**src/design/c2d_pkg.sv**
```systemverilog
package c2d_pkg;

    // Configuration port
    localparam int CFG_DATA_W   = 24;
    localparam int CFG_IDX_W    = 3;

    // Register indexes
    localparam logic [CFG_IDX_W-1:0] REG_COEF_TOP   = 3'd0;
    localparam logic [CFG_IDX_W-1:0] REG_COEF_MID   = 3'd1;
    localparam logic [CFG_IDX_W-1:0] REG_COEF_BOT   = 3'd2;
    localparam logic [CFG_IDX_W-1:0] REG_ROW_LENGTH = 3'd3;
    localparam logic [CFG_IDX_W-1:0] REG_ROW_COUNT  = 3'd4;

    // Item kinds carried on tuser
    localparam logic OP_PIXEL = 1'b0;
    localparam logic OP_DRAIN = 1'b1;

    // Register widths and reset values
    localparam int COEF_BITS    = 8;
    localparam int ROW_LEN_BITS = 11;
    localparam int ROW_CNT_BITS = 16;
    localparam logic [CFG_DATA_W-1:0]   COEF_TOP_RST   = 24'h00FF00;
    localparam logic [CFG_DATA_W-1:0]   COEF_MID_RST   = 24'hFF04FF;
    localparam logic [CFG_DATA_W-1:0]   COEF_BOT_RST   = 24'h00FF00;
    localparam logic [ROW_LEN_BITS-1:0] ROW_LENGTH_RST = 11'd640;
    localparam logic [ROW_CNT_BITS-1:0] ROW_COUNT_RST  = 16'd480;

    // Input row counter saturates at this width
    localparam int IN_ROW_BITS  = 17;

    // Result
    localparam int OUT_BITS     = 27;
    localparam int OUT_DATA_W   = 32;

    // Queue depths
    localparam int CMD_DEPTH    = 4;
    localparam int OUT_DEPTH    = 8;
    localparam int OUT_CNT_W    = $clog2(OUT_DEPTH + 1);

    // Per-item control from the classifier to the datapath
    typedef struct packed {
        logic emit;
        logic last;
        logic top_zero;
        logic bot_zero;
        logic left_zero;
        logic right_zero;
    } t_ctl;

endpackage

```
**src/design/c2d_front.sv**
```systemverilog
module c2d_front #(
    parameter int MAX_ROW_LENGTH = 1024,
    parameter int PIXEL_BITS     = 16
) (
    input  logic                                 i_clk,
    input  logic                                 i_rst_n,
    input  logic                                 i_valid,
    output logic                                 o_ready,
    input  logic                                 i_op,
    input  logic signed [PIXEL_BITS-1:0]         i_pixel,
    input  logic [c2d_pkg::ROW_LEN_BITS-1:0]     i_row_length,
    input  logic [c2d_pkg::ROW_CNT_BITS-1:0]     i_row_count,
    input  logic                                 i_q_full,
    input  logic                                 i_clr_busy,
    output logic                                 o_q_wr,
    output logic [$clog2(MAX_ROW_LENGTH)-1:0]    o_q_col,
    output logic signed [PIXEL_BITS-1:0]         o_q_pix,
    output c2d_pkg::t_ctl                        o_q_ctl
);
    import c2d_pkg::*;

    localparam int COL_W = $clog2(MAX_ROW_LENGTH);
    localparam int LEN_W = $clog2(MAX_ROW_LENGTH + 1);
    localparam int CMP_W = (LEN_W > ROW_LEN_BITS) ? LEN_W : ROW_LEN_BITS;

    logic [COL_W-1:0]        r_in_col;
    logic [IN_ROW_BITS-1:0]  r_in_row;
    logic [COL_W-1:0]        r_out_col;
    logic [ROW_CNT_BITS-1:0] r_out_row;

    logic [CMP_W-1:0]        w_len_raw;
    logic [CMP_W-1:0]        w_len;
    logic [IN_ROW_BITS-1:0]  w_cnt;
    logic                    w_accept;
    logic                    w_in_wrap;
    t_ctl                    w_ctl;

    // Effective row length and row count
    assign w_len_raw = CMP_W'(i_row_length);
    assign w_len = (w_len_raw == '0) ? CMP_W'(1) :
                   (w_len_raw > CMP_W'(MAX_ROW_LENGTH)) ? CMP_W'(MAX_ROW_LENGTH) : w_len_raw;
    assign w_cnt = (i_row_count == '0) ? IN_ROW_BITS'(1) : IN_ROW_BITS'(i_row_count);

    assign o_ready  = !i_q_full && !i_clr_busy;
    assign w_accept = i_valid && o_ready;

    // Classify the item by position
    assign w_in_wrap        = (CMP_W'(r_in_col) + CMP_W'(1)) >= w_len;
    assign w_ctl.emit       = (r_in_row >= IN_ROW_BITS'(2)) ||
                              ((r_in_row == IN_ROW_BITS'(1)) && (r_in_col != '0));
    assign w_ctl.top_zero   = (r_out_row == '0);
    assign w_ctl.bot_zero   = (IN_ROW_BITS'(r_out_row) + IN_ROW_BITS'(1)) >= w_cnt;
    assign w_ctl.left_zero  = (r_out_col == '0);
    assign w_ctl.right_zero = (CMP_W'(r_out_col) + CMP_W'(1)) >= w_len;
    assign w_ctl.last       = w_ctl.bot_zero && w_ctl.right_zero;

    assign o_q_wr  = w_accept;
    assign o_q_col = r_in_col;
    assign o_q_pix = (i_op == OP_DRAIN) ? '0 : i_pixel;
    assign o_q_ctl = w_ctl;

    // Position counters
    always_ff @(posedge i_clk) begin
        if (!i_rst_n) begin
            r_in_col  <= '0;
            r_in_row  <= '0;
            r_out_col <= '0;
            r_out_row <= '0;
        end else if (w_accept) begin
            if (w_in_wrap) begin
                r_in_col <= '0;
                if (r_in_row != '1) begin
                    r_in_row <= r_in_row + IN_ROW_BITS'(1);
                end
            end else begin
                r_in_col <= r_in_col + COL_W'(1);
            end
            if (w_ctl.emit) begin
                if (w_ctl.last) begin
                    r_in_col  <= '0;
                    r_in_row  <= '0;
                    r_out_col <= '0;
                    r_out_row <= '0;
                end else if (w_ctl.right_zero) begin
                    r_out_col <= '0;
                    r_out_row <= r_out_row + ROW_CNT_BITS'(1);
                end else begin
                    r_out_col <= r_out_col + COL_W'(1);
                end
            end
        end
    end

endmodule

```
**config.mk**
```make
export PLATFORM = sky130hd
export DESIGN_NAME = c2d_front
export DESIGN_NICKNAME = d
export VERILOG_FILES = /design/src/design/c2d_pkg.sv /design/src/design/c2d_front.sv
export SDC_FILE = /design/constraint.sdc
export NUM_CORES = 1
export LEC_CHECK = 0
export BUFFER_PORTS_ARGS = -buffer_cell sky130_fd_sc_hd__buf_2
export CAP_MARGIN = 10
export CORE_MARGIN = 4
export CORE_UTILIZATION = 35
export DETAILED_ROUTE_END_ITERATION = 8
export HOLD_SLACK_MARGIN = 0.1
export PLACE_DENSITY = 0.54
export SETUP_SLACK_MARGIN = 0.15
export SYNTH_ARGS = -nofsm -noshare
export SYNTH_HDL_FRONTEND = slang
export SYNTH_SLANG_ARGS = --single-unit
```
**constraint.sdc**
```tcl
create_clock -name i_clk -period 8.69 [get_ports i_clk]
set_clock_uncertainty 0.05 [all_clocks]
set_input_delay 0.869 -clock i_clk [delete_from_list [all_inputs] [get_ports i_clk]]
set_output_delay 0.869 -clock i_clk [all_outputs]
set_load 0.02 [all_outputs]
```
==> metrics.txt <==
Worst R2R Start=r_out_row[2]; final slew viol count=0; largest net degree at the start of global routing=29; DR WL/cell=around 14 um; FFs w/ async S/R, synth=0%; mapped cell area=4310 sq um; Synth Area in Adders=13.7%; CP max stage delay=440 ps; row count=40; Min-Delay Path Depth=2; RSZ-0062 raised after global routing=no; Max-slew headroom=a little under two fifths; area share of and/or/nand/nor cells after synthesis=28.2%; worst-margin pin slew=934 ps; nets@finish=approximately 700; CTS resizes=0; Clock transition at path regs=about 80 ps; main combinational cell family by area after synthesis=simple AND/OR/NAND/NOR gates; cts hold-fix bufs=0; die width=119 um; clk_lat worst skew=roughly 300 ps; layout cells sized above 1=around 20%; TritonRoute pass-1 iters=4; syn nets=630; via count=around 4,000; number of inserted diodes=0; synthesized area per cell=between 8 and 9 sq um; Routed Antenna Nets=0; DRT Wirelength=~11,000 um; post-DR vias/cell=~5.3; mux contribution to synthesized area=0.232%; final worst-path cycle share=52.3%; maxcap violations=0; CP arrival=around 3600 ps; Buffers & Inverters on Critical Path=1; number of I/O pins=83; synthesized flop and latch total=53; CP delay by family, top=simple AND/OR/NAND/NOR gates; endpoints failing setup=0; Iter 0 DRT Violations=210; Final Hold Viols=0; GRT Residual Overflow=0; Initial Util=between 30% and 40%; # Post-CTS Setup Buffers=0; vias in the first global route=between 3,000 and 4,000; status=complete, no violations; post-synth top area share=~25%; total CTS buffers=5; Worst Hold Class=flip-flop to flip-flop; CTS H-tree depth=2; XOR/XNOR Fraction of Synth Area=just over 8%; Mapped Cells=around 530; Crit path top cell by count=nand3_1; # fillers=1,233; critical path class=flip-flop to output port; Layout Cells excl Fill=about 750; initial antenna violation count=0; Period minus WS final=around 4500 ps; GPL Wtd Cong=0.843; Crit path depth=12; CTS tree=yes; top post-synthesis cells by area=dfxtp_1 (25%), ha_1 (14%), nand2_1 (4.8%); Critical Path Source=r_out_row[2]; first-pass GRT wire length=18,300 um; synth warn=0; reg2reg end=r_out_row[9]; Worst Path Max Fanout=12; Critical Path End=o_q_ctl[4]; post-synth cell types=66; register area share after synthesis=24.6%; Clock Tree Buf Depth=2; most common cell in the netlist=nand2_1; I/O Buffers=82; Main synth FF type=dfxtp_1; EDFF count, synth=0; crit-path cells=nand3_1 > nor3_2 > nand3_1 > nor2b_1 > xor2_1 > ha_1 > nand3_1 > nor3_1 > o311ai_2 > o2111ai_4 > and2_1 > buf_2; CP Capture Type=output port; Detail Placement HPWL=approximately 8400 um; All-Layer GR Usage=between 10% and 20%; core footprint=approximately 12,000 sq um; Placed Instances=roughly 740; Layout area overhead=15.1%; Vert. Die Dim=119 um; WP data required=just under 8000 ps; clock root cell=clkbuf_16; R2R cell count=13; worst vdd ir=between 0.07 and 0.08 mV; Reg2Reg Setup Slack=between 4000 and 5000 ps; compound-cell area share of the yosys netlist=18.7%; die footprint=around 14,000 sq um; Yosys top cell by area=dfxtp_1; Critical-path top delay cell=dfxtp_1; Startpoint Class=flip-flop; power density over the cells=around 120 nW/um^2; Post-synth top cells=nand2_1 (55), dfxtp_1 (53), ha_1 (47); Clock Sinks=53; upper clock frequency limit=220 MHz; setup_tns=0 ps; Pleak=2.13 nW; # DRC=0
==> sequential cells by signal (all words and copies together), names as in the netlist <==
name	cells
r_out_col	10
r_in_row	17
o_q_col	10
r_out_row	16
==> routing by layer <==
metal / wire [um] / vias to the layer above / GRT usage (%) / part of all wire [%]
met3: 418 / 12 / 3.18 / 4.0
met5: 0 / - / 0 / 0
met2: 5020 / 65 / 25.7 / 47
met1: 5030 / 1809 / 20.1 / 48
met4: 102 / 0 / 2.61 / 0.96
li1: - / 2052 / - / -
==> stage by stage <==
| stage | setup WS (ps) | area [sq um] | power, mW | utilization, % | hold slack, ps |
|---|---|---|---|---|---|
| floorplan | 4900 | 4310 | 0.293 | - | 402 |
| global placement | 4590 | 4760 | 0.316 | 39.7 | 420 |
| detailed placement | 4480 | 4760 | 0.318 | 39.7 | 436 |
| CTS | 4140 | 4960 | 0.584 | 41.3 | 447 |
| global route | 3830 | 4960 | 0.600 | 41.3 | 486 |
| finish | 4150 | 4960 | 0.575 | 41.3 | 445 |
==> cell type report <==
type / count / area (sq um) / area share (%)
flip-flops and latches: 53 / 1060 / 21.4
repair buffers: 82 / 410 / 8.28
multi-input cells: 423 / 2970 / 59.9
inverters: 36 / 138 / 2.78
clock inverters: 3 / 68.8 / 1.39
clock buffers: 5 / 125 / 2.52
well taps: 147 / 184 / 3.71
==> placed cells by master (no fill, tap or decap), drive strengths merged, types with 10 or more instances in the layout <==
cell / count
dfxtp: 53
nand3: 33
a21oi: 39
buf: 82
ha: 47
nor4: 17
xnor2: 17
o21ai: 21
nand2: 57
nor2b: 21
xor2: 23
nor3: 10
a32o: 10
o31ai: 10
nor2: 39
inv: 35
==> worst min-delay path by stage <==
| stage | start | endpoint | slack (ps) |
|---|---|---|---|
| global route | r_in_row[9] | r_in_row[9] | 490 |
| floorplan | r_in_row[16] | r_in_row[16] | 400 |
| CTS | r_in_row[16] | r_in_row[16] | 450 |
| detailed placement | r_in_row[16] | r_in_row[16] | 440 |
| finish | r_in_row[16] | r_in_row[16] | 440 |
| global placement | r_in_row[16] | r_in_row[16] | 420 |
==> where the power goes <==
part / internal (mW) / switching [mW] / leakage [nW]
logic: 0.0261 / 0.0396 / 1.61
clock network: 0.166 / 0.0969 / 0.0944
registers: 0.244 / 0.00244 / 0.427
==> worst reg2reg max path: stages, from the launching register on <==
cell       delay [ps]
dfxtp_1           440
nand3_1           250
nor3_2            440
nand3_1           230
nor2b_1           240
xor2_1            190
ha_1              270
nand3_1           110
nor3_1             90
a221oi_2          310
o2111ai_4         310
nor3b_2           850
a31oi_1           170
o22ai_1           140
==> cells by family after synthesis <==
logic type,count (synthesis)
AOI/OAI and AO/OA,107
muxes,1
buffers and inverters,58
adders and majority gates,47
xor gates and xnor gates,40
DFF,53
and+or+nand+nor,228
Power figures use the tool's default switching activity.
