===== src/design/c2d_queue.sv =====
module c2d_queue #(
    parameter int WIDTH = 8,
    parameter int DEPTH = 4
) (
    input  logic                           i_clk,
    input  logic                           i_rst_n,
    input  logic                           i_wr,
    input  logic [WIDTH-1:0]               i_wdata,
    input  logic                           i_rd,
    output logic [WIDTH-1:0]               o_rdata,
    output logic                           o_empty,
    output logic                           o_full,
    output logic [$clog2(DEPTH+1)-1:0]     o_count
);
    localparam int PTR_W = (DEPTH > 1) ? $clog2(DEPTH) : 1;
    localparam int CNT_W = $clog2(DEPTH + 1);

    logic [WIDTH-1:0] r_mem [DEPTH];
    logic [PTR_W-1:0] r_wp, n_wp;
    logic [PTR_W-1:0] r_rp, n_rp;
    logic [CNT_W-1:0] r_cnt, n_cnt;
    logic             w_wr_en;
    logic             w_rd_en;

    assign o_empty = (r_cnt == '0);
    assign o_full  = (r_cnt == CNT_W'(DEPTH));
    assign o_count = r_cnt;
    assign o_rdata = r_mem[r_rp];

    assign w_wr_en = i_wr && !o_full;
    assign w_rd_en = i_rd && !o_empty;

    // Pointer and fill count update
    always_comb begin
        n_wp  = r_wp;
        n_rp  = r_rp;
        n_cnt = r_cnt;
        if (w_wr_en) begin
            n_wp = (r_wp == PTR_W'(DEPTH - 1)) ? '0 : r_wp + PTR_W'(1);
        end
        if (w_rd_en) begin
            n_rp = (r_rp == PTR_W'(DEPTH - 1)) ? '0 : r_rp + PTR_W'(1);
        end
        case ({w_wr_en, w_rd_en})
            2'b10:   n_cnt = r_cnt + CNT_W'(1);
            2'b01:   n_cnt = r_cnt - CNT_W'(1);
            default: n_cnt = r_cnt;
        endcase
    end

    always_ff @(posedge i_clk) begin
        if (!i_rst_n) begin
            r_wp  <= '0;
            r_rp  <= '0;
            r_cnt <= '0;
        end else begin
            r_wp  <= n_wp;
            r_rp  <= n_rp;
            r_cnt <= n_cnt;
        end
    end

    // Storage
    always_ff @(posedge i_clk) begin
        if (w_wr_en) begin
            r_mem[r_wp] <= i_wdata;
        end
    end

endmodule


===== config.mk =====
export PLATFORM = sky130hd
export DESIGN_NAME = c2d_queue
export DESIGN_NICKNAME = d
export VERILOG_FILES = /design/src/design/c2d_queue.sv
export SDC_FILE = /design/constraint.sdc
export NUM_CORES = 1
export LEC_CHECK = 0
export BUFFER_PORTS_ARGS = -buffer_cell sky130_fd_sc_hd__buf_2
export CAP_MARGIN = 20
export CORE_ASPECT_RATIO = 0.8
export CORE_UTILIZATION = 55
export CTS_CLUSTER_DIAMETER = 100
export CTS_CLUSTER_SIZE = 24
export DETAILED_ROUTE_END_ITERATION = 12
export HOLD_SLACK_MARGIN = 0.12
export PLACE_DENSITY = 0.88
export SYNTH_ARGS = -nofsm -noshare
export SYNTH_HDL_FRONTEND = slang
export SYNTH_SLANG_ARGS = --single-unit

===== constraint.sdc =====
create_clock -name i_clk -period 2.7 [get_ports i_clk]
set_input_delay 0.135 -clock i_clk [delete_from_list [all_inputs] [get_ports i_clk]]
set_output_delay 0.135 -clock i_clk [all_outputs]
set_load 0.1 [all_outputs]

==> results of run 1 <==
power groups by stage:
stage	logic [mW]	clock network, mW	registers, mW
floorplan	0.803	0	0.931
global placement	0.979	0	0.869
detailed placement	1.01	0	0.879
CTS	1.02	0.486	0.865
global route	1.06	0.508	0.878
finish	1.01	0.477	0.864
cells in the mapped netlist (all sizes together), types with 2 or more instances:
| cell type | n |
|---|---|
| nand2 | 7 |
| dfxtp | 9 |
| clkbuf | 2 |
| nand3 | 2 |
| buf | 2 |
| inv | 7 |
| edfxtp | 32 |
| nor2 | 2 |
| ha | 6 |
| mux2i | 2 |
| and2 | 6 |
| mux4 | 8 |
| o21ai | 4 |
layer usage:
metal,wire length (um),GRT usage (%),share of wire (%)
met1,1090,20.9,38
met2,1540,36.6,53
met3,143,8.04,4.9
met4,126,13.6,4.3
met5,0,0,0
cell type report:
class | instances | share of cell area (%)
sequential | 41 | 57.0
multi-input combinational | 46 | 23.9
timing repair buffer | 32 | 9.95
clock buffer | 5 | 3.42
tap | 38 | 2.36
clock inverter | 3 | 2.05
inverter | 7 | 1.31
sequential cells by signal (all words and copies together) (netlist names), named ones only:
register  cells
r_mem        32
r_wp          2
r_rp          2
o_count       3
path summary, 6_finish.rpt:
path	from	end	slack [ps]	depth (start not counted)
max reg2reg	o_count[0]	o_count[2]	570	8
max	o_count[0]	o_count[2]	570	8
min	i_rst_n	o_count[2]	190	2
min reg2reg	r_wp[1]	r_wp[1]	530	2
cells in the final DEF (no fill, tap or decap), types with 5 or more instances in the layout:
cell,n
edfxtp_1,32
buf_2,24
mux4_2,8
dlygate4sd3_1,8
nand2_1,7
and2_1,6
dfxtp_1,6
inv_1,5
ha_1,5
clkbuf_8,5
cells by family (layout without fill, tap and decap cells):
family | Yosys count | count (layout) | synth area share, %
fa+ha+maj | 7 | 7 | 5.78
compound gates | 6 | 6 | 2.13
flops | 41 | 41 | 69.4
buf+inv | 11 | 47 | 2.66
xor+xnor | 2 | 2 | 1.07
mux | 10 | 10 | 12.2
simple gates | 21 | 21 | 6.77
stage by stage:
stage	utilization (%)	setup TNS [ps]	power (mW)	hold WS (ps)
final	71.7	0	2.36	188
after global routing	71.7	0	2.44	192
after CTS	71.7	0	2.37	179
after detailed placement	64.9	0	1.89	351
after global placement	64.9	0	1.85	345
after floorplan	-	-387	1.73	234
repair_timing:
item | CTS | global route
hold buffers | 8 | 0
endpoints found under the setup margin | 0 | 0
endpoints found under the hold margin | 32 | 0
==> impl_metrics.toml, run 1 <==
[outcome]
outcome = "complete, no violations"

[cts]
htreeDepth = 2
cts_setup_buffers = 0
path_clk_slew_ps = 80
cts_made_buffers = 5
clock_latency_ps = 290
clock-sinks = 41
ctsRootBufferMaster = "clkbuf_8"
cts_tree = "yes"
ctsResizeCount = 0
cts_buffer_depth = 2

[logic_synthesis]
synth-edff-count = 32
yosysTopAreaCell = "edfxtp_1"
syn_nets = 117
synth_cell_types = 22
synthArstFlopShare_pct = 0
synth_top_area_share_pct = 58.4
yosys_warnings = 0
postSynthCellCount = 98
syn_area_per_cell_um2 = 16.8
synthFlopType = "edfxtp_1"
syn_area_mm2 = 0.00164
ys_ff_latch = 41
ys_top_cells_by_area = "edfxtp_1 58%, dfxtp_1 11%, mux4_2 11%"
ys_seq_area_share_pct = 69.4

[global_routing]
grt_pass1_wl_mm = 4.49
grt_use_total_pct = 20.8
gr-total-overflow = 0
antenna_found_initial = 0
grt_pass1_vias = 994
grt_start_max_net_pins = 14

[power]
switchingPower_mw = 1.07
vdd_drop_max_mv = 0.590
share_comb_of_total_power_pct = 43.1
p_clk_share_pct = 20.3
p_int_mw = 1.29
switching_share_pct = 45.4
powerDensity_mw_per_mm2 = 1170
pwr-share-seq_pct = 36.7
leakagePower_nw = 0.739

[die]
std_cell_rows = 17
die_x_um = 63.1
die_area_mm2 = 0.00321
die_h_um = 50.9
pin_count = 25
initial_core_util_pct = 58.6
coreArea_mm2 = 0.00281

[placement]
place_area_mm2 = 0.00182
dpl.cell_count = 156
hpwlAfterDp_mm = 2.03
io_buffers = 24
place_ws_ps = 592
place.gp.congestion = 0.720

[sta]
tightest_slew_ps = 561
period_share_pct = 78.7
post-route-worst-setup-slack_ps = 574
fmax_ghz = 0.470
skew_ps = 4.57
rsz0062_at_grt = "false"
slew_violations = 0
max_slew_margin_pct = 62.3
min_period_ps = 2130
finalSetupViolCount = 0
hold_viol = 0

[run]
maxCapViolations = 0

[critical_path]
critPathLaunchType = "register"
worstPathCellList = "o31ai_1, inv_1, ha_4, inv_2, fa_2, xor2_1, or3_1, a21boi_1"
worstPathArrival_ps = 2350
critPathSlowestCell = "o31ai_1"
cp.required_ps = 2920
slowest_delay_ps = 520
path_buf_inv = 2
end_kind = "register"
crit_type = "reg -> reg"
worstPathMaxFanout = 6
path_delay_family = "compound AO/OA/AOI/OAI gates"

[drt]
wirelength_mm = 2.90
ant_nets = 0
drtIter0Drc = 66
viasPerCell = 5.37
wl_per_cell_um = 16.9
dr.pass1.iters = 4
drcViolationCount = 0
vias = 923

[finish]
antennaDiodeCount = 0
drive_above_1_share_pct = 35.1
stdcell_count = 172
fin_nets = 152
fin_area_mm2 = 0.00201
fillers = 188
area_growth_pct = 22.4
regArea_mm2 = 0.00115
multi_input_area_um2 = 480

[worst_hold_path]
min_path_type = "in -> reg"
Note: power is estimated with default switching activity, not from simulation.
==> inputs of run 2 (changes only) <==
ABC_AREA = 1   (was not set)
CORE_UTILIZATION = 50   (was 55)
PLACE_DENSITY = 0.84   (was 0.88)
clock period = 1.86 ns   (was 2.7 ns; I/O delays follow)
==> impl_metrics.toml, run 2 <==
[outcome]
outcome = "complete, no violations"

[cts]
clock_latency_ps = 300
cts_buffer_depth = 2
cts_tree = "yes"
cts_made_buffers = 5
ctsRootBufferMaster = "clkbuf_8"
htreeDepth = 2
path_clk_slew_ps = 80
clock-sinks = 41

[logic_synthesis]
postSynthCellCount = 147
yosysMostFrequentCell = "edfxtp_1"
synthFlopType = "edfxtp_1"
synth_common_cells = "32 x edfxtp_1, 29 x nor2_1, 18 x inv_1"
synth_cell_types = 19
yosys_warnings = 0
ys_top_cells_by_area = "edfxtp_1 57%, dfxtp_1 11%, nor2_1 6.4%"
synth-edff-count = 32
ys_seq_area_share_pct = 67.5
syn_area_mm2 = 0.00169
synth_top_area_share_pct = 56.8
syn_area_per_cell_um2 = 11.5
ys_ff_latch = 41
yosysTopAreaCell = "edfxtp_1"
syn_nets = 166
synthArstFlopShare_pct = 0

[die]
die_x_um = 67.0
die_h_um = 54.0
initial_core_util_pct = 53.7
pin_count = 25
std_cell_rows = 18
die_area_mm2 = 0.00362
coreArea_mm2 = 0.00315

[finish]
final_common_cell = "edfxtp_1"
final_cell_mix = "32 x edfxtp_1, 28 x nor2_1, 17 x inv_1"
antennaDiodeCount = 0
largest_register_ff_count = 32
fin_nets = 214
drive_above_1_share_pct = 33.7
fin_area_mm2 = 0.00225
top_register = "r_mem"
area_growth_pct = 33.1
fillers = 217

[sta]
tns_ps = 0
max_slew_margin_pct = 66.4
fmax_ghz = 0.564
min_period_ps = 1770
skew_ps = 8.10
period_share_pct = 95.4
hold_viol = 0
finalSetupViolCount = 0
slew_violations = 0
tightest_slew_ps = 508
hold_slack_ps = 276

[run]
maxCapViolations = 0

[critical_path]
cp.required_ps = 1770
crit_type = "reg -> out"
end_kind = "output port"
worstPathCellList = "buf_4, inv_2, o21ai_0, o22ai_2, buf_4"
worstPathMaxFanout = 16
crit_top_cell = "buf_4"
worstPathArrival_ps = 1680
slowest_delay_ps = 340
critPathLaunchType = "register"
critPathSlowestCell = "dfxtp_1"

[drt]
vias = 1256
wl_per_cell_um = 15.9
ant_nets = 0
drtIter0Drc = 53
viasPerCell = 5.32
dr.pass1.iters = 4
wirelength_mm = 3.74
drcViolationCount = 0

[global_routing]
top_usage_layer = "met2"
grt_pass1_vias = 1190
grt_pass1_wl_mm = 5.39
grt_start_max_net_pins = 17
grt_use_total_pct = 22.8
antenna_found_initial = 0
gr-total-overflow = 0
use_met1_pct = 24.4
met2_usage_pct = 38.8
gr-usage-met3_pct = 8.69

[worst_hold_path]
min_path_type = "in -> reg"

[placement]
io_buffers = 24
place.gp.congestion = 0.763
hpwlAfterDp_mm = 2.50
place_area_mm2 = 0.00198
==> run 2: cell types whose count changed after synthesis, sizes merged, moves of 2 or more <==
cell / previous run / this run
o22ai: 0 / 8
and2: 6 / 0
clkbuf: 2 / 0
mux2i: 2 / 0
nor2: 2 / 31
mux4: 8 / 0
inv: 7 / 19
nand2: 7 / 15
o21ai: 4 / 18
a21oi: 0 / 3
==> run 2: worst paths after layout <==
kind               from          to  slack [ps]  cells past startpoint
max            register  o_rdata[0]          90                      5
min                i_wr  o_count[0]         280                      4
max reg2reg  o_count[1]  o_count[2]          90                     12
min reg2reg     r_rp[1]     r_rp[1]         540                      2
==> run 2: repair_timing <==
action / 4_1_cts / 5_1_grt
cloned: 0 / 0
resized for setup: 4 / 14
buffers inserted: 0 / 2
endpoints found under the setup margin: 3 / 5
pin swaps: 0 / 2
hold buffers: 10 / 0
hold endpoints to repair: 41 / 0
==> run 2: layout make-up <==
type | instances | area (um2) | share of cell area, %
Clock inverter | 3 | 46.3 | 2.06
Multi-Input combinational cell | 85 | 529 | 23.5
Clock buffer | 5 | 68.8 | 3.06
Tap cell | 40 | 50.0 | 2.22
Inverter | 19 | 71.3 | 3.17
Sequential cell | 41 | 1150 | 51.1
Timing Repair Buffer | 43 | 337 | 14.9
==> run 2: worst max-delay path, delay by kind of cell (launching register included) <==
| family | cells | cell delay, ps |
|---|---|---|
| compound gates | 2 | 320 |
| buf+inv | 3 | 720 |
| flops | 1 | 340 |
==> run 2: logic make-up (layout without fill, tap and decap cells) <==
| family | after synthesis | after routing | synth area share [%] |
|---|---|---|---|
| simple gates | 49 | 49 | 11.8 |
| compound gates | 29 | 29 | 9.62 |
| flops | 41 | 41 | 67.5 |
| fa+ha+maj | 7 | 7 | 5.62 |
| buf+inv | 21 | 70 | 5.55 |
==> run 2: metrics by stage <==
| stage | util, % | worst slack [ps] | std cells |
|---|---|---|---|
| floorplan | - | -103 | 147 |
| global route | 71.4 | -12.7 | 236 |
| global placement | 62.8 | 249 | 216 |
| CTS | 70.0 | 8.43 | 234 |
| finish | 71.4 | 85.4 | 236 |
| detailed placement | 62.8 | 4.22 | 216 |
==> run 2: per-layer routing <==
metal / vias up / wire length, um
li1: 596 / -
met1: 617 / 1400
met4: 0 / 86
met2: 35 / 2050
met5: - / 0
met3: 8 / 207
Power of run 2 is not shown: default switching activity piles up to over one toggle a cycle in this logic, so the estimate is an artifact.
==> inputs of run 3 (changes only) <==
ABC_AREA = not set   (was 1)
CORE_UTILIZATION = 49   (was 50)
PLACE_DENSITY = 0.83   (was 0.84)
==> impl_metrics.toml, run 3 (synthesis results as in run 1) <==
[placement]
io_buffers = 24
hpwlAfterDp_mm = 1.87
place.gp.congestion = 0.772

[cts]
clock-sinks = 41
cts_tree = "yes"
clock_latency_ps = 290
htreeDepth = 2
cts_made_buffers = 5
path_clk_slew_ps = 80
ctsRootBufferMaster = "clkbuf_8"
cts_buffer_depth = 2

[sta]
hold_viol = 0
tightest_slew_ps = 507
post-route-worst-setup-slack_ps = -90.9
hold_slack_ps = 147
min_period_ps = 1950
period_share_pct = 105
fmax_ghz = 0.513
skew_ps = 5.79
finalSetupViolCount = 1
slew_violations = 0
max_slew_margin_pct = 66.4
rsz0062_at_grt = "true"

[critical_path]
rrSetupSlack_ps = -90
critPathLaunchType = "register"
worstPathMaxFanout = 3
worstPathArrival_ps = 2170
end_kind = "register"
reg2reg_to = "o_count[2]"
worstPathCellList = "nor3b_4, nor2b_2, inv_2, ha_4, inv_2, fa_2, xor2_2, or3_1, a21boi_1"
r2r-start = "o_count[0]"
critPathSlowestCell = "dfxtp_4"
slowest_delay_ps = 370
cp.required_ps = 2080
rr_worst_depth = 9
crit_type = "reg -> reg"
crit_top_cell = "inv_2"

[drt]
viasPerCell = 5.19
wirelength_mm = 3.03
drcViolationCount = 0
vias = 961
ant_nets = 0
dr.pass1.iters = 4
drtIter0Drc = 35
wl_per_cell_um = 16.4

[die]
std_cell_rows = 18
die_h_um = 53.8
die_area_mm2 = 0.00359
initial_core_util_pct = 52.5
coreArea_mm2 = 0.00313
die_x_um = 66.8
pin_count = 25

[run]
maxCapViolations = 0

[finish]
fin_nets = 163
final_cell_mix = "32 x edfxtp_1, 24 x buf_2, 11 x buf_4"
antennaDiodeCount = 0
largest_register_ff_count = 32
top_register = "r_mem"
drive_above_1_share_pct = 45.5
area_growth_pct = 29.6
fillers = 189
final_common_cell = "edfxtp_1"

[global_routing]
grt_pass1_vias = 950
grt_use_total_pct = 19.1
gr-total-overflow = 0
grt_pass1_wl_mm = 4.48
grt_start_max_net_pins = 14
antenna_found_initial = 0

[worst_hold_path]
hold_start = "i_rst_n"
min_path_type = "in -> reg"
hold_end = "o_count[2]"
holdPathStages = 2

[outcome]
failed_checks = "setup timing"
outcome = "finished with violations"

[power]
vdd_drop_max_mv = 1.17
powerDensity_mw_per_mm2 = 1680
leakagePower_nw = 0.801
p_total_mw = 3.57
## run 3: changes by cell type in the layout (fill, tap and decap cells not counted), moves of 4 or more
| cell | before | now |
|---|---|---|
| o21ai_0 | 14 | 3 |
| mux4_2 | 0 | 8 |
| nor2_1 | 28 | 2 |
| buf_2 | 16 | 24 |
| o22ai_2 | 8 | 0 |
| and2_2 | 0 | 4 |
| nand2_2 | 5 | 0 |
| inv_1 | 17 | 4 |
## run 3: metal layers
metal	up-vias	global-route usage [%]	wire length [um]
li1	450	-	-
met1	483	20.2	1180
met2	23	34.7	1680
met3	5	5.51	141
met4	0	10.6	35
met5	-	0	0
## run 3: layout make-up
cell class	count	area (um2)	area share (%)
clock buffers	5	68.8	3.23
flip-flops and latches	41	1150	54.1
multi-input cells	46	509	23.9
well taps	40	50.0	2.35
inverters	7	26.3	1.23
clock inverters	3	41.3	1.94
repair buffers	43	283	13.3
## run 3: worst max-delay path: cells and delay by family, from the launching register on
family          cells  cell delay, ps
flops               1             370
simple gates        3             630
compound gates      1             110
buf+inv             2             120
fa+ha+maj           2             490
xor+xnor            1             160
## run 3: stage by stage
step / setup TNS, ps / setup WS (ps) / instances / area, um2 / utilization (%)
2_1_floorplan: -15990 / -1060 / 98 / 1680 / -
3_3_place_gp: 0 / 64.5 / 162 / 1860 / 59.4
3_5_place_dp: -7.14 / -7.14 / 162 / 1860 / 59.4
4_1_cts: -42.4 / -42.4 / 183 / 2110 / 67.3
5_1_grt: -155 / -155 / 185 / 2130 / 68.1
6_report: -90.9 / -90.9 / 185 / 2130 / 68.1
## run 3: power by group
| part | internal [mW] | leakage, nW | switching, mW |
|---|---|---|---|
| clock network | 0.395 | 0.0518 | 0.294 |
| logic | 0.452 | 0.380 | 1.22 |
| registers | 1.13 | 0.369 | 0.0800 |
## run 3: how the worst max path moves through the flow
| stage | from | to | slack [ps] | depth (start not counted) |
|---|---|---|---|---|
| floorplan | o_count[2] | o_count[2] | -1060 | 10 |
| global placement | o_count[2] | o_count[2] | 60 | 9 |
| detailed placement | o_count[2] | o_count[2] | -7 | 9 |
| CTS | o_count[1] | o_count[2] | -40 | 9 |
| global route | o_count[0] | o_count[2] | -160 | 9 |
| finish | o_count[0] | o_count[2] | -90 | 9 |
## run 3: timing repair
item                                   in CTS  in global routing
pin swaps                                   3                  2
buffers inserted                            5                  2
setup endpoints to repair                   2                  2
hold buffers                                8                  0
resized for setup                           5                  2
endpoints found under the hold margin      32                  0
